File: src/design/waveform_minmax_decimator_macros.svh
// Assertion macros for the waveform min/max decimator.
`ifndef WAVEFORM_MINMAX_DECIMATOR_MACROS_SVH
`define WAVEFORM_MINMAX_DECIMATOR_MACROS_SVH
`ifndef NO_ASSERTIONS
`define WMM_ASSERT_IMP(label, clk, rst, cond, prop) \
   label: assert property (@(posedge clk) disable iff (rst) (cond) |-> (prop)) \
      else $error("assertion failed");
`define WMM_ASSERT_NEXT(label, clk, rst, cond, prop) \
   label: assert property (@(posedge clk) disable iff (rst) (cond) |=> (prop)) \
      else $error("assertion failed");
`else
`define WMM_ASSERT_IMP(label, clk, rst, cond, prop)
`define WMM_ASSERT_NEXT(label, clk, rst, cond, prop)
`endif
`endif

File: src/design/wmm_pkg.sv
// Shared constants and controller/datapath interface types of the decimator.
`default_nettype none
package wmm_pkg;
   localparam int FRACTION_BITS = 20;
   localparam int SAMPLE_W      = 24;
   localparam int VALUE_W       = 22;
   localparam int PIXEL_W       = 16;
   localparam int COUNT_W       = 24;
   localparam int BIN_W         = COUNT_W + 1;
   localparam int MAX_FLUSH     = 32;
   localparam int FLUSH_CNT_W   = $clog2(MAX_FLUSH + 1);
   localparam int ONE_INT       = 1 << FRACTION_BITS;

   localparam logic signed [SAMPLE_W-1:0] IN_POS_ONE  = SAMPLE_W'(ONE_INT);
   localparam logic signed [SAMPLE_W-1:0] IN_NEG_ONE  = SAMPLE_W'(-ONE_INT);
   localparam logic signed [VALUE_W-1:0]  VAL_POS_ONE = VALUE_W'(ONE_INT);
   localparam logic signed [VALUE_W-1:0]  VAL_NEG_ONE = VALUE_W'(-ONE_INT);

   localparam logic REG_PIXEL_WIDTH  = 1'b0;
   localparam logic REG_SAMPLE_COUNT = 1'b1;

   typedef struct packed {
      logic take_sample;
      logic emit_flush;
      logic join_sample;
      logic emit_close;
      logic finish_step;
      logic div_start;
      logic start_channel;
   } wmm_cmd_type;

   typedef struct packed {
      logic cfg_wr;
      logic div_done;
      logic flush_ok;
      logic close_ok;
      logic slot_free;
   } wmm_status_type;
endpackage
`default_nettype wire

File: src/design/wmm_divider.sv
// Restoring divider, one quotient bit per cycle, for the bin step size.
`default_nettype none
module wmm_divider (
   input  wire logic                         clock,
   input  wire logic                         reset,
   input  wire logic                         start,
   input  wire logic [wmm_pkg::COUNT_W-1:0]  dividend,
   input  wire logic [wmm_pkg::PIXEL_W-1:0]  divisor,
   output logic                              done,
   output logic [wmm_pkg::COUNT_W-1:0]       quotient,
   output logic [wmm_pkg::PIXEL_W-1:0]       remainder
);
   import wmm_pkg::*;

   localparam int CNT_W = $clog2(COUNT_W);

   logic                 busy_ff, busy_in;
   logic                 done_ff, done_in;
   logic [CNT_W-1:0]     cnt_ff, cnt_in;
   logic [COUNT_W-1:0]   quo_ff, quo_in;
   logic [PIXEL_W-1:0]   rem_ff, rem_in;
   logic [PIXEL_W-1:0]   div_ff, div_in;
   logic [PIXEL_W:0]     trial;
   logic                 fits;

   always_comb begin
      trial   = {rem_ff, quo_ff[COUNT_W-1]};
      fits    = trial >= {1'b0, div_ff};
      busy_in = busy_ff;
      done_in = 1'b0;
      cnt_in  = cnt_ff;
      quo_in  = quo_ff;
      rem_in  = rem_ff;
      div_in  = div_ff;
      if (start) begin
         busy_in = 1'b1;
         cnt_in  = '0;
         quo_in  = dividend;
         rem_in  = '0;
         div_in  = divisor;
      end else if (busy_ff) begin
         quo_in = {quo_ff[COUNT_W-2:0], fits};
         rem_in = fits ? PIXEL_W'(trial - {1'b0, div_ff}) : trial[PIXEL_W-1:0];
         cnt_in = cnt_ff + CNT_W'(1);
         if (cnt_ff == CNT_W'(COUNT_W - 1)) begin
            busy_in = 1'b0;
            done_in = 1'b1;
         end
      end
   end

   always_ff @(posedge clock) begin
      if (reset) begin
         busy_ff <= 1'b0;
         done_ff <= 1'b0;
         cnt_ff  <= '0;
      end else begin
         busy_ff <= busy_in;
         done_ff <= done_in;
         cnt_ff  <= cnt_in;
      end
      quo_ff <= quo_in;
      rem_ff <= rem_in;
      div_ff <= div_in;
   end

   assign done      = done_ff;
   assign quotient  = quo_ff;
   assign remainder = rem_ff;
endmodule
`default_nettype wire

File: src/design/wmm_datapath.sv
// Datapath of the decimator: registers, bin edge tracking, min/max and result word.
`default_nettype none
module wmm_datapath (
   input  wire logic                          clock,
   input  wire logic                          reset,
   input  wire wmm_pkg::wmm_cmd_type          cmd,
   output wmm_pkg::wmm_status_type            status,
   input  wire logic [wmm_pkg::SAMPLE_W-1:0]  req_sample,
   output logic                               rsp_tvalid,
   input  wire logic                          rsp_tready,
   output logic [63:0]                        rsp_tdata,
   output logic                               rsp_tlast,
   output logic                               rsp_tuser,
   input  wire logic                          csr_psel,
   input  wire logic                          csr_penable,
   input  wire logic                          csr_pwrite,
   input  wire logic [2:0]                    csr_paddr,
   input  wire logic [31:0]                   csr_pwdata,
   output logic [31:0]                        csr_prdata
);
   import wmm_pkg::*;

   logic [PIXEL_W-1:0]        width_ff, width_in;
   logic [COUNT_W-1:0]        count_ff, count_in;
   logic [COUNT_W-1:0]        step_q_ff, step_q_in;
   logic [PIXEL_W-1:0]        step_r_ff, step_r_in;
   logic [PIXEL_W-1:0]        pixel_ff, pixel_in;
   logic [BIN_W-1:0]          bin_q_ff, bin_q_in;
   logic [PIXEL_W-1:0]        bin_r_ff, bin_r_in;
   logic [COUNT_W-1:0]        seen_ff, seen_in;
   logic signed [VALUE_W-1:0] rmin_ff, rmin_in;
   logic signed [VALUE_W-1:0] rmax_ff, rmax_in;
   logic signed [VALUE_W-1:0] samp_ff, samp_in;
   logic                      rvalid_ff, rvalid_in;
   logic [PIXEL_W-1:0]        rpix_ff, rpix_in;
   logic [VALUE_W-1:0]        rmin_out_ff, rmin_out_in;
   logic [VALUE_W-1:0]        rmax_out_ff, rmax_out_in;
   logic                      rlast_ff, rlast_in;
   logic                      rdone_ff, rdone_in;

   logic [PIXEL_W-1:0]        w_eff;
   logic [COUNT_W-1:0]        n_eff;
   logic                      cfg_wr;
   logic                      div_done;
   logic [COUNT_W-1:0]        div_q;
   logic [PIXEL_W-1:0]        div_r;
   logic [PIXEL_W:0]          r_sum;
   logic                      wrap;
   logic [PIXEL_W-1:0]        bin_r_next;
   logic [BIN_W-1:0]          bin_q_next;
   logic [PIXEL_W:0]          pixel_p1;
   logic [BIN_W-1:0]          seen_p1;
   logic                      pixel_open;
   logic                      more_after;
   logic                      emit;
   logic signed [SAMPLE_W-1:0] s_in;

   assign w_eff  = (width_ff == '0) ? PIXEL_W'(1) : width_ff;
   assign n_eff  = (count_ff == '0) ? COUNT_W'(1) : count_ff;
   assign cfg_wr = csr_psel && csr_penable && csr_pwrite;

   wmm_divider u_divider (
      .clock     (clock),
      .reset     (reset),
      .start     (cmd.div_start),
      .dividend  (n_eff),
      .divisor   (w_eff),
      .done      (div_done),
      .quotient  (div_q),
      .remainder (div_r)
   );

   always_comb begin
      r_sum      = {1'b0, bin_r_ff} + {1'b0, step_r_ff};
      wrap       = r_sum >= {1'b0, w_eff};
      bin_r_next = wrap ? PIXEL_W'(r_sum - {1'b0, w_eff}) : r_sum[PIXEL_W-1:0];
      bin_q_next = bin_q_ff + {1'b0, step_q_ff} + BIN_W'(wrap);
      pixel_p1   = {1'b0, pixel_ff} + (PIXEL_W+1)'(1);
      seen_p1    = {1'b0, seen_ff} + BIN_W'(1);
      pixel_open = pixel_ff < w_eff;
      more_after = (pixel_p1 < {1'b0, w_eff}) && (bin_q_next <= seen_p1);
      emit       = cmd.emit_flush || cmd.emit_close;
      s_in       = $signed(req_sample);
   end

   assign status.cfg_wr    = cfg_wr;
   assign status.div_done  = div_done;
   assign status.flush_ok  = pixel_open && (bin_q_ff <= {1'b0, seen_ff});
   assign status.close_ok  = pixel_open && (bin_q_ff <= seen_p1);
   assign status.slot_free = !rvalid_ff || rsp_tready;

   always_comb begin
      width_in    = width_ff;
      count_in    = count_ff;
      step_q_in   = step_q_ff;
      step_r_in   = step_r_ff;
      pixel_in    = pixel_ff;
      bin_q_in    = bin_q_ff;
      bin_r_in    = bin_r_ff;
      seen_in     = seen_ff;
      rmin_in     = rmin_ff;
      rmax_in     = rmax_ff;
      samp_in     = samp_ff;
      rvalid_in   = rvalid_ff && !rsp_tready;
      rpix_in     = rpix_ff;
      rmin_out_in = rmin_out_ff;
      rmax_out_in = rmax_out_ff;
      rlast_in    = rlast_ff;
      rdone_in    = rdone_ff;

      if (cfg_wr) begin
         case (csr_paddr[2])
            REG_PIXEL_WIDTH:  width_in = csr_pwdata[PIXEL_W-1:0];
            REG_SAMPLE_COUNT: count_in = csr_pwdata[COUNT_W-1:0];
            default:          width_in = width_ff;
         endcase
      end

      if (cmd.take_sample) begin
         if (s_in > IN_POS_ONE) begin
            samp_in = VAL_POS_ONE;
         end else if (s_in < IN_NEG_ONE) begin
            samp_in = VAL_NEG_ONE;
         end else begin
            samp_in = s_in[VALUE_W-1:0];
         end
      end

      if (cmd.join_sample) begin
         if (samp_ff < rmin_ff) begin
            rmin_in = samp_ff;
         end
         if (samp_ff > rmax_ff) begin
            rmax_in = samp_ff;
         end
      end

      if (emit) begin
         rvalid_in   = 1'b1;
         rpix_in     = pixel_ff;
         rmin_out_in = rmin_ff;
         rmax_out_in = rmax_ff;
         rlast_in    = cmd.emit_close || !more_after;
         rdone_in    = pixel_p1 == {1'b0, w_eff};
         rmin_in     = VAL_POS_ONE;
         rmax_in     = VAL_NEG_ONE;
         pixel_in    = pixel_p1[PIXEL_W-1:0];
         bin_q_in    = bin_q_next;
         bin_r_in    = bin_r_next;
      end

      if (cmd.finish_step) begin
         seen_in = seen_p1[COUNT_W-1:0];
      end

      if (cmd.div_start || (cmd.finish_step && seen_p1 >= {1'b0, n_eff})) begin
         pixel_in = '0;
         seen_in  = '0;
         bin_q_in = {1'b0, step_q_ff};
         bin_r_in = step_r_ff;
         rmin_in  = VAL_POS_ONE;
         rmax_in  = VAL_NEG_ONE;
      end

      if (cmd.start_channel) begin
         step_q_in = div_q;
         step_r_in = div_r;
         pixel_in  = '0;
         seen_in   = '0;
         bin_q_in  = {1'b0, div_q};
         bin_r_in  = div_r;
         rmin_in   = VAL_POS_ONE;
         rmax_in   = VAL_NEG_ONE;
      end
   end

   always_ff @(posedge clock) begin
      if (reset) begin
         width_ff  <= PIXEL_W'(1);
         count_ff  <= COUNT_W'(1);
         step_q_ff <= COUNT_W'(1);
         step_r_ff <= '0;
         pixel_ff  <= '0;
         bin_q_ff  <= BIN_W'(1);
         bin_r_ff  <= '0;
         seen_ff   <= '0;
         rmin_ff   <= VAL_POS_ONE;
         rmax_ff   <= VAL_NEG_ONE;
         rvalid_ff <= 1'b0;
      end else begin
         width_ff  <= width_in;
         count_ff  <= count_in;
         step_q_ff <= step_q_in;
         step_r_ff <= step_r_in;
         pixel_ff  <= pixel_in;
         bin_q_ff  <= bin_q_in;
         bin_r_ff  <= bin_r_in;
         seen_ff   <= seen_in;
         rmin_ff   <= rmin_in;
         rmax_ff   <= rmax_in;
         rvalid_ff <= rvalid_in;
      end
      samp_ff     <= samp_in;
      rpix_ff     <= rpix_in;
      rmin_out_ff <= rmin_out_in;
      rmax_out_ff <= rmax_out_in;
      rlast_ff    <= rlast_in;
      rdone_ff    <= rdone_in;
   end

   always_comb begin
      case (csr_paddr[2])
         REG_PIXEL_WIDTH:  csr_prdata = {16'd0, width_ff};
         REG_SAMPLE_COUNT: csr_prdata = {8'd0, count_ff};
         default:          csr_prdata = '0;
      endcase
   end

   assign rsp_tvalid = rvalid_ff;
   assign rsp_tdata  = {4'd0, rmax_out_ff, rmin_out_ff, rpix_ff};
   assign rsp_tlast  = rlast_ff;
   assign rsp_tuser  = rdone_ff;
endmodule
`default_nettype wire

File: src/design/wmm_controller.sv
// Controller state machine that sequences sample steps and the step-size division.
`default_nettype none
module wmm_controller (
   input  wire logic                     clock,
   input  wire logic                     reset,
   input  wire logic                     req_tvalid,
   output logic                          req_tready,
   input  wire wmm_pkg::wmm_status_type  status,
   output wmm_pkg::wmm_cmd_type          cmd
);
   import wmm_pkg::*;

   localparam logic [2:0] ST_IDLE   = 3'd0;
   localparam logic [2:0] ST_PREP   = 3'd1;
   localparam logic [2:0] ST_DIVIDE = 3'd2;
   localparam logic [2:0] ST_FLUSH  = 3'd3;
   localparam logic [2:0] ST_CLOSE  = 3'd4;

   logic [2:0]             state_ff, state_in;
   logic [FLUSH_CNT_W-1:0] cnt_ff, cnt_in;
   logic                   ready;

   always_comb begin
      state_in = state_ff;
      cnt_in   = cnt_ff;
      cmd      = '0;
      ready    = 1'b0;
      case (state_ff)
         ST_IDLE: begin
            ready = !status.cfg_wr;
            if (req_tvalid && ready) begin
               cmd.take_sample = 1'b1;
               cnt_in          = '0;
               state_in        = ST_FLUSH;
            end
         end
         ST_PREP: begin
            cmd.div_start = 1'b1;
            state_in      = ST_DIVIDE;
         end
         ST_DIVIDE: begin
            if (status.div_done) begin
               cmd.start_channel = 1'b1;
               state_in          = ST_IDLE;
            end
         end
         ST_FLUSH: begin
            if (status.flush_ok && (cnt_ff < FLUSH_CNT_W'(MAX_FLUSH))) begin
               if (status.slot_free) begin
                  cmd.emit_flush = 1'b1;
                  cnt_in         = cnt_ff + FLUSH_CNT_W'(1);
               end
            end else begin
               cmd.join_sample = 1'b1;
               state_in        = ST_CLOSE;
            end
         end
         ST_CLOSE: begin
            if (!status.close_ok) begin
               cmd.finish_step = 1'b1;
               state_in        = ST_IDLE;
            end else if (status.slot_free) begin
               cmd.emit_close  = 1'b1;
               cmd.finish_step = 1'b1;
               state_in        = ST_IDLE;
            end
         end
         default: begin
            state_in = ST_IDLE;
         end
      endcase
      if (status.cfg_wr) begin
         state_in = ST_PREP;
      end
   end

   always_ff @(posedge clock) begin
      if (reset) begin
         state_ff <= ST_IDLE;
         cnt_ff   <= '0;
      end else begin
         state_ff <= state_in;
         cnt_ff   <= cnt_in;
      end
   end

   assign req_tready = ready;
endmodule
`default_nettype wire

File: src/design/waveform_minmax_decimator.sv
// Top level of the waveform min/max decimator: controller, datapath and checks.
//
// The req channel takes one audio sample word per handshake (signed Q3.20 in
// req_tdata). Each sample is clamped to +-1.0 and folded into the running
// min/max of the current pixel bin. The rsp channel delivers one word per
// reported bin: pixel index, min and max in rsp_tdata, rsp_tlast on the last
// word caused by a sample, rsp_tuser on the final bin of the channel.
// A sample runs through the controller states IDLE, FLUSH and CLOSE: FLUSH walks
// the empty bins it reports (up to 32), one word per cycle while the output
// register is free, and CLOSE sends the closing bin's word to end the step,
// all through a single output register. A waiting result word does not block
// acceptance of the next sample. When the receiver stalls, the controller
// holds in its current step until the output register is free again.
// The csr port holds pixel_width at address 0 and sample_count at address 4;
// a write restarts the channel and runs the division of the bin size (states
// PREP and DIVIDE), during which req_tready is low.
// Reset restores pixel_width = sample_count = 1 with a fresh channel at once.
`default_nettype none
`include "waveform_minmax_decimator_macros.svh"
module waveform_minmax_decimator (
   input  wire logic        clock,
   input  wire logic        reset,
   input  wire logic        req_tvalid,
   output logic             req_tready,
   input  wire logic [23:0] req_tdata,   // [23:0] sample
   output logic             rsp_tvalid,
   input  wire logic        rsp_tready,
   output logic [63:0]      rsp_tdata,   // [15:0] pixel_index, [37:16] min_value, [59:38] max_value
   output logic             rsp_tlast,
   output logic             rsp_tuser,   // [0] channel_done
   input  wire logic        csr_psel,
   input  wire logic        csr_penable,
   input  wire logic        csr_pwrite,
   input  wire logic [2:0]  csr_paddr,
   input  wire logic [31:0] csr_pwdata,
   output logic [31:0]      csr_prdata,
   output logic             csr_pready
);
   import wmm_pkg::*;

   wmm_cmd_type    cmd;
   wmm_status_type status;
   logic           min_ok;

   wmm_controller u_controller (
      .clock      (clock),
      .reset      (reset),
      .req_tvalid (req_tvalid),
      .req_tready (req_tready),
      .status     (status),
      .cmd        (cmd)
   );

   wmm_datapath u_datapath (
      .clock       (clock),
      .reset       (reset),
      .cmd         (cmd),
      .status      (status),
      .req_sample  (req_tdata),
      .rsp_tvalid  (rsp_tvalid),
      .rsp_tready  (rsp_tready),
      .rsp_tdata   (rsp_tdata),
      .rsp_tlast   (rsp_tlast),
      .rsp_tuser   (rsp_tuser),
      .csr_psel    (csr_psel),
      .csr_penable (csr_penable),
      .csr_pwrite  (csr_pwrite),
      .csr_paddr   (csr_paddr),
      .csr_pwdata  (csr_pwdata),
      .csr_prdata  (csr_prdata)
   );

   assign csr_pready = 1'b1;

   assign min_ok = ($signed(rsp_tdata[37:16]) <= VAL_POS_ONE) &&
                   ($signed(rsp_tdata[37:16]) >= VAL_NEG_ONE);

   `WMM_ASSERT_IMP(a_done_is_last, clock, reset, rsp_tvalid && rsp_tuser, rsp_tlast)
   `WMM_ASSERT_IMP(a_emit_needs_slot, clock, reset, cmd.emit_flush || cmd.emit_close, status.slot_free)
   `WMM_ASSERT_NEXT(a_cfg_blocks_input, clock, reset, status.cfg_wr, !req_tready)
   `WMM_ASSERT_IMP(a_min_in_range, clock, reset, rsp_tvalid, min_ok)
endmodule
`default_nettype wire

File: config.mk
export PLATFORM = sky130hd
export DESIGN_NAME = waveform_minmax_decimator
export DESIGN_NICKNAME = d
export VERILOG_FILES = /design/src/design/wmm_pkg.sv /design/src/design/wmm_divider.sv /design/src/design/wmm_datapath.sv /design/src/design/wmm_controller.sv /design/src/design/waveform_minmax_decimator.sv
export VERILOG_INCLUDE_DIRS = /design/src /design/src/design
export SDC_FILE = /design/constraint.sdc
export NUM_CORES = 1
export LEC_CHECK = 0
export BUFFER_PORTS_ARGS = -buffer_cell sky130_fd_sc_hd__buf_2
export CORE_ASPECT_RATIO = 1.25
export CORE_UTILIZATION = 60
export CTS_BUF_LIST = sky130_fd_sc_hd__clkbuf_4 sky130_fd_sc_hd__clkbuf_8
export CTS_CLUSTER_DIAMETER = 40
export CTS_CLUSTER_SIZE = 40
export DETAILED_ROUTE_END_ITERATION = 6
export GPL_TIMING_DRIVEN = 0
export HOLD_SLACK_MARGIN = 0.12
export PLACE_DENSITY_LB_ADDON = 0.08
export SYNTH_ARGS = -nofsm -noshare
export SYNTH_HDL_FRONTEND = slang
export SYNTH_SLANG_ARGS = --single-unit
File: constraint.sdc
create_clock -name clock -period 9.73 [get_ports clock]
set_input_delay 1.946 -clock clock [delete_from_list [all_inputs] [get_ports clock]]
set_output_delay 1.946 -clock clock [all_outputs]
set_load 0.005 [all_outputs]
==> results of run 1 <==
-- worst max-delay path, delay by kind of cell, from the launching register on --
kind | cells | cell delay (ps)
AO/OA/AOI/OAI | 15 | 4470
flip-flops | 1 | 340
AND/OR/NAND/NOR | 6 | 1220
adder cells (fa/ha/maj) | 6 | 1990
buffers and inverters | 2 | 450
XOR/XNOR | 2 | 330
-- power by group through the flow --
stage          sequential [mW]  clock [mW]  combinational [mW]
3_3_place_gp              1.79           0                1.12
6_report                  1.76        1.33                1.17
3_5_place_dp              1.79           0                1.15
2_1_floorplan             1.75           0               0.854
5_1_grt                   1.77        1.41                1.29
4_1_cts                   1.76        1.34                1.16
-- logic make-up (layout without fill, tap and decap cells) --
| kind of cell | Yosys count | after routing | share of synthesized area |
|---|---|---|---|
| adder cells (fa/ha/maj) | 253 | 253 | 0.143 |
| buffers and inverters | 307 | 534 | 0.0572 |
| flip-flops | 362 | 362 | 0.379 |
| AND/OR/NAND/NOR | 829 | 829 | 0.179 |
| other | 2 | 14 | 0.000335 |
| AO/OA/AOI/OAI | 588 | 588 | 0.164 |
| XOR/XNOR | 123 | 123 | 0.0481 |
| multiplexers | 67 | 67 | 0.0300 |
-- flip-flops by register name (all words and copies together) (netlist names), 22 cells and up --
name and flops:
u_datapath.rmin_out_ff 22, u_datapath.rmax_ff 22, u_datapath.samp_ff 22, u_datapath.bin_q_ff 25, u_datapath.step_q_ff 24, u_datapath.rmin_ff 22
u_datapath.rmax_out_ff 22, u_datapath.count_ff 24, u_datapath.u_divider.quotient 24, u_datapath.seen_ff 24
-- layout make-up --
cell class / instances / area share
diodes: 1 / 0.000100
clock buffers: 52 / 0.0275
repair buffers: 144 / 0.0295
plain buffers: 127 / 0.0244
flip-flops and latches: 362 / 0.341
multi-input cells: 1873 / 0.509
inverters: 180 / 0.0271
clock inverters: 31 / 0.0173
well taps: 480 / 0.0241
-- metrics by stage --
step,util,area [um^2],setup WS (ps),instances,hold WS (ps)
3_3_place_gp,0.651,23800,496,3165,436
5_1_grt,0.683,24900,93.1,3250,464
2_1_floorplan,-,22500,2020,2542,408
3_5_place_dp,0.652,23800,361,3166,439
4_1_cts,0.683,24900,356,3249,450
6_report,0.683,24900,653,3250,439
-- metal layers --
layer | routed length (um) | global-route usage | up-vias
li1 | - | - | 9350
met1 | 25800 | 0.400 | 9102
met2 | 31900 | 0.603 | 723
met3 | 4180 | 0.0478 | 154
met4 | 2670 | 0.154 | 0
met5 | 0 | 0 | -
-- layout by cell type (no fill, tap or decap), types with 42 or more instances in the layout --
| master | Yosys | layout |
|---|---|---|
| nand2_1 | 341 | 341 |
| ha_1 | 248 | 248 |
| dfxtp_1 | 238 | 238 |
| a21oi_1 | 220 | 220 |
| inv_1 | 180 | 179 |
| nor2_1 | 164 | 164 |
| buf_2 | 15 | 158 |
| edfxtp_1 | 124 | 124 |
| o21ai_0 | 122 | 122 |
| xnor2_1 | 81 | 81 |
| clkbuf_1 | 82 | 81 |
| mux2i_1 | 65 | 65 |
| a21o_1 | 51 | 51 |
| nand3_1 | 49 | 49 |
| o211ai_1 | 48 | 48 |
| nor2b_1 | 47 | 47 |
| clkbuf_8 | 0 | 47 |
| xor2_1 | 42 | 42 |
-- final timing paths --
| path | slack (ps) | cells after the start | to | start |
|---|---|---|---|---|
| hold reg to reg | 440 | 0 | u_datapath.rmin_out_ff[20] | u_datapath.rmin_ff[20] |
| hold / removal | 440 | 0 | u_datapath.rmin_out_ff[20] | u_datapath.rmin_ff[20] |
| setup / recovery | 650 | 31 | u_datapath.rsp_tlast | u_datapath.step_r_ff[0] |
| setup reg to reg | 650 | 31 | u_datapath.rsp_tlast | u_datapath.step_r_ff[0] |
-- repair_timing --
action,CTS,global route
hold buffers,0,0
resized for setup,0,3
endpoints found under the setup margin,0,1
==> run_results.csv, run 1 <==
group,metric,value,unit
route,drt_wl_total,64600,um
synthesis,ys_seq_area_frac,0.379,
synthesis,synth_common_cells,"341 x nand2_1, 248 x ha_1, 238 x dfxtp_1, 220 x a21oi_1, 180 x inv_1",
setup_path,cp.arrival,9430,ps
clock_network,cts.path.max_buffers,3,
die,die_y,218,um
cells_and_area,layout-drive-gt1-share,0.113,
sta,tightest_slew,1360,ps
outcome,status,"completed",
pwr,sequentialPowerShare,0.413,
clock_network,clk-insertion-delay-late,640,ps
die,dieArea,38100,um^2
cells_and_area,regArea,8490,um^2
setup_path,critical_path.max_fanout,10,
setup_path,critPathCaptureType,"flip-flop",
clock_network,clkSlewWorstSetupHoldPaths,90,ps
pwr,leakage,10.7,nW
sta,setup_tns,0,ps
setup_path,critPathKind,"flip-flop to flip-flop",
clock_network,htreeDepth,2,
synthesis,synthFlopType,"dfxtp_1",
sta,skew,31.8,ps
route,via_per_inst,5.95,
sta,setup_viol,0,
clock_network,ctsRootBufferMaster,"clkbuf_8",
global_route,grt_usage,0.338,
clock_network,postCtsSetupBuffers,0,
global_route,grt_overflow,0,
placement,place_congestion,0.985,
pwr,power.share.clock,0.312,
sta,fin_crit,9080,ps
pwr,p_per_area,171,nW/um^2
synthesis,syn_area_per_cell,8.86,um^2
synthesis,ys_warn_count,0,
synthesis,syn_area,22400,um^2
synthesis,synth_edf_count,124,
sta,hold_viol,0,
pwr,p_sw,1.48,mW
sta,max_freq,110,MHz
route,vias,19300,
setup_path,required,10080,ps
die,rows,78,
clock_network,cts_sinks,362,
sta,rsz0062_at_grt,"no",
route,drt_iter0_drc,1277,
pwr,peakVddDrop,163,uV
global_route,grt_first_pass_wirelength,100000,um
route,drc,0,
placement,hpwl,51300,um
die,initial_core_util,0.614,
route,ant_nets,0,
die,die_width,175,um
hold_path,hold_class,"flip-flop to flip-flop",
cells_and_area,syn2layout_area_growth,11.2,%
cells_and_area,multi_input_area,12700,um^2
route,first_pass_iters,5,
setup_path,worstSetupStartpointType,"flip-flop",
synthesis,yosysUniqueCellTypes,77,
synthesis,synth-seq-cells,362,
global_route,grt_pass1_vias,18900,
synthesis,synth_top_area_cell,"dfxtp_1",
pwr,intPower,2.79,mW
clock_network,numCtsBuffers,46,
setup_path,slowest_delay,480,ps
sta,fin_crit_sh,0.933,
sta,maxSlewViolCount,0,
pwr,finalPower,4.26,mW
pwr,switching_share,0.347,
die,io_pins,167,
synthesis,synth_most_common_cell,"nand2_1",
placement,port-buffer-count,143,
sta,relSlewSlack,0.0821,
job,maxCapViolations,0,
global_route,grt_max_degree,43,
synthesis,synth_top_area_frac,0.213,
clock_network,cts_tree,"yes",
cells_and_area,n_fill_cell,3008,
synthesis,syn_inst,2531,
pwr,power_frac_comb,0.275,
die,core-area,36500,um^2
global_route,antenna_found_initial,1,
cells_and_area,final_nets,3053,
setup_path,critPathSlowestCell,"a311oi_1",
route,avgRoutedWirePerCell,19.9,um
synthesis,async_flop_share,0,
synthesis,synthTopCellsByArea,"dfxtp_1 21%, edfxtp_1 17%, ha_1 14%, nand2_1 5.7%, a21oi_1 4.9%",
Note: power is estimated with default switching activity, not from simulation.
==> run 2, diff against run 1 <==
Settings changed: ABC_AREA from default to 1, CAP_MARGIN from default to 5.
==> run 2 against run 1 <==
Compared with the run above: utilization shrank 0.87 points; first-iteration DRC count rose by 9.2%; non-clock buffer count fell by 8; count of clock-buffer cells in the layout down 3; sequential share of layout area shrank 0.96 points; total power is 21% higher; critical path type unchanged.
==> run_results.csv, run 2 <==
group,metric,value,unit
clock_network,cts_sinks,362,
pwr,p_per_area,200,nW/um^2
route,drt_wl_total,71400,um
global_route,grt_first_pass_wirelength,110000,um
route,avgRoutedWirePerCell,18.7,um
clock_network,postCtsHoldBufs,0,
die,die_width,178,um
synthesis,syn_area,23100,um^2
cells_and_area,antenna_cells,0,
cells_and_area,final_cell_mix,"800 x nand2_1, 378 x inv_1, 316 x a21oi_1",
synthesis,synth_top_area_frac,0.206,
route,vias,21500,
synthesis,synth_top_area_cell,"dfxtp_1",
die,io_pins,167,
synthesis,ys_seq_area_frac,0.367,
global_route,grt_usage,0.364,
clock_network,cts-resized-gates,0,
sta,hold_viol,0,
route,first_pass_iters,6,
synthesis,syn_inst,3094,
setup_path,cp.arrival,8180,ps
synthesis,async_flop_share,0,
cells_and_area,largest_reg_flops,25,
synthesis,ys_warn_count,0,
clock_network,cts_tree,"yes",
cells_and_area,multi_input_area,12600,um^2
synthesis,synth_common_cells,"800 x nand2_1, 378 x inv_1, 316 x a21oi_1, 282 x nor2_1, 248 x ha_1",
sta,setup_viol,0,
outcome,status,"completed",
synthesis,synthFlopType,"dfxtp_1",
synthesis,synth_edf_count,124,
job,maxCapViolations,0,
sta,skew,47.8,ps
synthesis,synthTopCellsByArea,"dfxtp_1 21%, edfxtp_1 16%, ha_1 13%, nand2_1 13%, a21oi_1 6.8%",
cells_and_area,final_nets,3616,
global_route,antenna_found_initial,0,
placement,hpwl,57400,um
sta,maxSlewViolCount,0,
global_route,grt_overflow,0,
cells_and_area,finalNonFillerCells,3826,
die,initial_core_util,0.607,
synthesis,synth-seq-cells,362,
route,via_per_inst,5.63,
placement,place_congestion,0.981,
global_route,grt_max_degree,45,
pwr,peakVddDrop,115,uV
placement,port-buffer-count,142,
setup_path,critical_path.max_fanout,10,
sta,relSlewSlack,0.169,
global_route,grt_pass1_vias,21000,
cells_and_area,layout_commonest_cell,"nand2_1",
clock_network,ctsRootBufferMaster,"clkbuf_8",
clock_network,clk-insertion-delay-late,690,ps
sta,setup_tns,0,ps
cells_and_area,syn2layout_area_growth,11.0,%
synthesis,synth_most_common_cell,"nand2_1",
clock_network,postCtsSetupBuffers,0,
die,rows,80,
setup_path,required,10110,ps
hold_path,holdPathStages,0,
setup_path,critPathSlowestCell,"o41ai_1",
clock_network,numCtsBuffers,46,
hold_path,hold_class,"flip-flop to flip-flop",
clock_network,htreeDepth,2,
sta,fin_crit_sh,0.801,
synthesis,yosysUniqueCellTypes,55,
cells_and_area,fin_util,0.674,
cells_and_area,regArea,8490,um^2
setup_path,critPathKind,"flip-flop to flip-flop",
synthesis,syn_area_per_cell,7.47,um^2
setup_path,r2r_cells,40,
clock_network,cts.path.max_buffers,3,
setup_path,cp_common_cell,"nand2_1",
route,ant_nets,0,
setup_path,worstSetupStartpointType,"flip-flop",
route,drt_iter0_drc,1395,
die,die_y,221,um
sta,rsz0062_at_grt,"no",
clock_network,clkSlewWorstSetupHoldPaths,110,ps
sta,tightest_slew,1240,ps
sta,max_freq,128,MHz
cells_and_area,top_register,"u_datapath.bin_q_ff",
die,dieArea,39300,um^2
setup_path,critPathCaptureType,"flip-flop",
cells_and_area,n_fill_cell,3301,
setup_path,slowest_delay,820,ps
sta,fin_crit,7790,ps
pwr,leakage,11.8,nW
placement,place_inst,3741,
route,drc,0,
placement,place_area,24500,um^2
die,core-area,38000,um^2
cells_and_area,layout-drive-gt1-share,0.100,
cells_and_area,final_area,25600,um^2
## run 2: changes by cell type in the layout (fill, tap and decap cells not counted), sizes merged, moves of 37 or more
cell / change
nand2: +465
inv: +201
a21oi: +125
nor2: +103
mux2i: -65
nand3: +47
nor2b: -47
xnor2: -47
o21ai: +41
a21o: -37
## run 2: metal layers
metal	wire (um)	part of all wire	up-vias	GRT usage
li1	-	-	10600	-
met1	25000	0.35	9868	0.365
met2	35500	0.50	803	0.644
met3	3780	0.053	317	0.0507
met4	7160	0.10	0	0.334
met5	0	0	-	0
## run 2: per-stage QoR
stage	total power, mW	worst slack, ps	hold WS (ps)
2_1_floorplan	3.22	3850	408
3_3_place_gp	3.72	1670	417
3_5_place_dp	3.77	2030	422
4_1_cts	5.11	2020	443
5_1_grt	5.46	1460	462
6_report	5.14	1940	444
## run 2: cell families (layout without fill, tap and decap cells)
logic type | after synthesis | after routing | synth area share
buf+inv | 504 | 733 | 0.0889
other cells | 2 | 13 | 0.000325
fa+ha+maj | 253 | 253 | 0.139
xor+xnor | 95 | 95 | 0.0360
simple gates | 1300 | 1300 | 0.231
compound gates | 578 | 578 | 0.138
flops | 362 | 362 | 0.367
## run 2: cell type report
cell class                      instances  area share
Buffer                                119      0.0238
Clock buffer                           49      0.0258
Clock inverter                         36      0.0180
Inverter                              385      0.0564
Multi-Input combinational cell       2239       0.492
Sequential cell                       362       0.331
Tap cell                              492      0.0240
Timing Repair Buffer                  144      0.0289
## run 2: path summary, 6_finish.rpt
check                                             from  slack (ps)                         end
worst max-delay path            u_datapath.bin_r_ff[0]        1940        u_datapath.rsp_tlast
worst min-delay path            u_datapath.rmax_ff[20]         440  u_datapath.rmax_out_ff[20]
worst max register to register  u_datapath.bin_r_ff[0]        1940        u_datapath.rsp_tlast
worst min register to register  u_datapath.rmax_ff[20]         440  u_datapath.rmax_out_ff[20]
## run 2: critical path: cells and delay by family (launching register included)
| family | cells | cell delay, ps |
|---|---|---|
| compound gates | 3 | 1600 |
| xor+xnor | 2 | 500 |
| fa+ha+maj | 6 | 1880 |
| buf+inv | 8 | 890 |
| flops | 1 | 320 |
| simple gates | 21 | 2330 |
## run 2: power breakdown
part | total (mW) | switching (mW) | leakage, nW | internal [mW]
logic | 1.91 | 1.21 | 8.25 | 0.693
registers | 1.88 | 0.158 | 3.01 | 1.72
clock network | 1.35 | 0.707 | 0.550 | 0.644
==> run 3, diff against run 2 <==
Clock period 9.73 ns to 8.08 ns, I/O delays scaled along.
==> run 3 against run 2 <==
Compared with the run above: flip-flop and latch count did not move; combinational power grew 20%; cell area about the same; critical endpoint unchanged.
==> run_results.csv, run 3 (synthesized netlist as in run 2, its figures left out) <==
group,metric,value,unit
clock_network,numCtsBuffers,46,
sta,fin_crit,7490,ps
placement,place_area,24500,um^2
route,vias,21600,
clock_network,postCtsSetupBuffers,0,
setup_path,critical_path.max_fanout,10,
cells_and_area,multi_input_area,12600,um^2
cells_and_area,final_cell_mix,"800 x nand2_1, 378 x inv_1, 316 x a21oi_1",
die,initial_core_util,0.607,
cells_and_area,n_fill_cell,3302,
global_route,grt_overflow,0,
clock_network,clkSlewWorstSetupHoldPaths,100,ps
sta,hold_slack,444,ps
hold_path,holdPathStages,0,
clock_network,ctsRootBufferMaster,"clkbuf_8",
setup_path,cp.arrival,7890,ps
route,drt_wl_total,71400,um
pwr,p_per_area,241,nW/um^2
route,via_per_inst,5.64,
setup_path,startpoint,"u_datapath.bin_r_ff[0]",
cells_and_area,largest_reg_flops,25,
sta,rsz0062_at_grt,"no",
global_route,grt_pass1_vias,21000,
placement,port-buffer-count,142,
cells_and_area,layout-drive-gt1-share,0.101,
route,drc,0,
sta,fin_ws,589,ps
clock_network,cts_sinks,362,
global_route,grt_first_pass_wirelength,110000,um
global_route,antenna_found_initial,0,
cells_and_area,final_area,25600,um^2
cells_and_area,syn2layout_area_growth,11.0,%
clock_network,clk-insertion-delay-late,690,ps
sta,skew,45.2,ps
sta,setup_viol,0,
job,maxCapViolations,0,
route,first_pass_iters,6,
setup_path,slowest_delay,550,ps
die,die_y,221,um
clock_network,postCtsHoldBufs,0,
cells_and_area,final_nets,3616,
global_route,grt_max_degree,45,
hold_path,min-delay-start,"u_datapath.rmax_ff[20]",
setup_path,r2r_cells,40,
setup_path,cp_common_cell,"nand2_1",
die,io_pins,167,
hold_path,hold_class,"flip-flop to flip-flop",
clock_network,htreeDepth,2,
clock_network,cts_tree,"yes",
die,core-area,38000,um^2
sta,max_freq,133,MHz
setup_path,worstSetupStartpointType,"flip-flop",
sta,fin_crit_sh,0.927,
setup_path,critPathKind,"flip-flop to flip-flop",
sta,relSlewSlack,0.177,
route,avgRoutedWirePerCell,18.7,um
route,ant_nets,0,
sta,hold_viol,0,
placement,place_ws,382,ps
route,drt_iter0_drc,1407,
setup_path,critPathCaptureType,"flip-flop",
cells_and_area,regArea,8490,um^2
cells_and_area,top_register,"u_datapath.bin_q_ff",
cells_and_area,layout_commonest_cell,"nand2_1",
sta,tightest_slew,1230,ps
sta,maxSlewViolCount,0,
die,rows,80,
setup_path,required,8480,ps
setup_path,r2r-start,"u_datapath.bin_r_ff[0]",
die,die_width,178,um
pwr,peakVddDrop,138,uV
global_route,grt_usage,0.364,
sta,setup_tns,0,ps
clock_network,cts.path.max_buffers,3,
setup_path,critPathSlowestCell,"o41ai_2",
cells_and_area,antenna_cells,0,
placement,place_congestion,0.981,
placement,hpwl,57400,um
die,dieArea,39300,um^2
cells_and_area,fin_util,0.674,
outcome,status,"completed",
pwr,leakage,11.8,nW
-- run 3: cell count changes in the layout (fill, tap and decap cells not counted) --
cell,change
o41ai_1,-1
o41ai_2,+1
-- run 3: worst paths after layout --
| check | to | slack (ps) |
|---|---|---|
| hold / removal | u_datapath.rmax_out_ff[20] | 440 |
| setup reg to reg | u_datapath.rsp_tlast | 590 |
| setup / recovery | u_datapath.rsp_tlast | 590 |
| hold reg to reg | u_datapath.rmax_out_ff[20] | 440 |
-- run 3: worst max-delay path, delay by kind of cell, from the launching register on --
kind            cells  cell delay (ps)
simple gates       21             2280
fa+ha+maj           6             1880
compound gates      3             1330
buf+inv             8              920
xor+xnor            2              500
flops               1              320
-- run 3: cell type report --
| class | instances | area share |
|---|---|---|
| plain buffers | 119 | 0.0238 |
| clock buffers | 49 | 0.0258 |
| clock inverters | 36 | 0.0180 |
| inverters | 385 | 0.0564 |
| multi-input cells | 2239 | 0.492 |
| flip-flops and latches | 362 | 0.331 |
| well taps | 492 | 0.0240 |
| repair buffers | 144 | 0.0289 |
-- run 3: power breakdown --
group / leakage (nW) / internal, mW / switching [mW]
Combinational: 8.26 / 0.837 / 1.47
Clock: 0.550 / 0.776 / 0.849
Sequential: 3.01 / 2.07 / 0.190
Total: 11.8 / 3.68 / 2.51
-- run 3: per-layer routing --
metal / wire length [um] / vias to the layer above / part of all wire / GRT usage
li1: - / 10600 / - / -
met1: 24900 / 9861 / 0.35 / 0.365
met2: 35600 / 826 / 0.50 / 0.644
met3: 3810 / 327 / 0.053 / 0.0507
met4: 7140 / 0 / 0.10 / 0.334
met5: 0 / - / 0 / 0
-- run 3: repair_timing --
item | CTS | global route
setup endpoints to repair | 0 | 1
resized for setup | 0 | 1
hold endpoints to repair | 0 | 0
-- run 3: through the flow --
step / total power, mW / instances
after detailed placement: 4.54 / 3741
after global routing: 6.58 / 3826
after CTS: 6.15 / 3826
after global placement: 4.48 / 3739
after floorplan: 3.88 / 3105
final: 6.19 / 3826
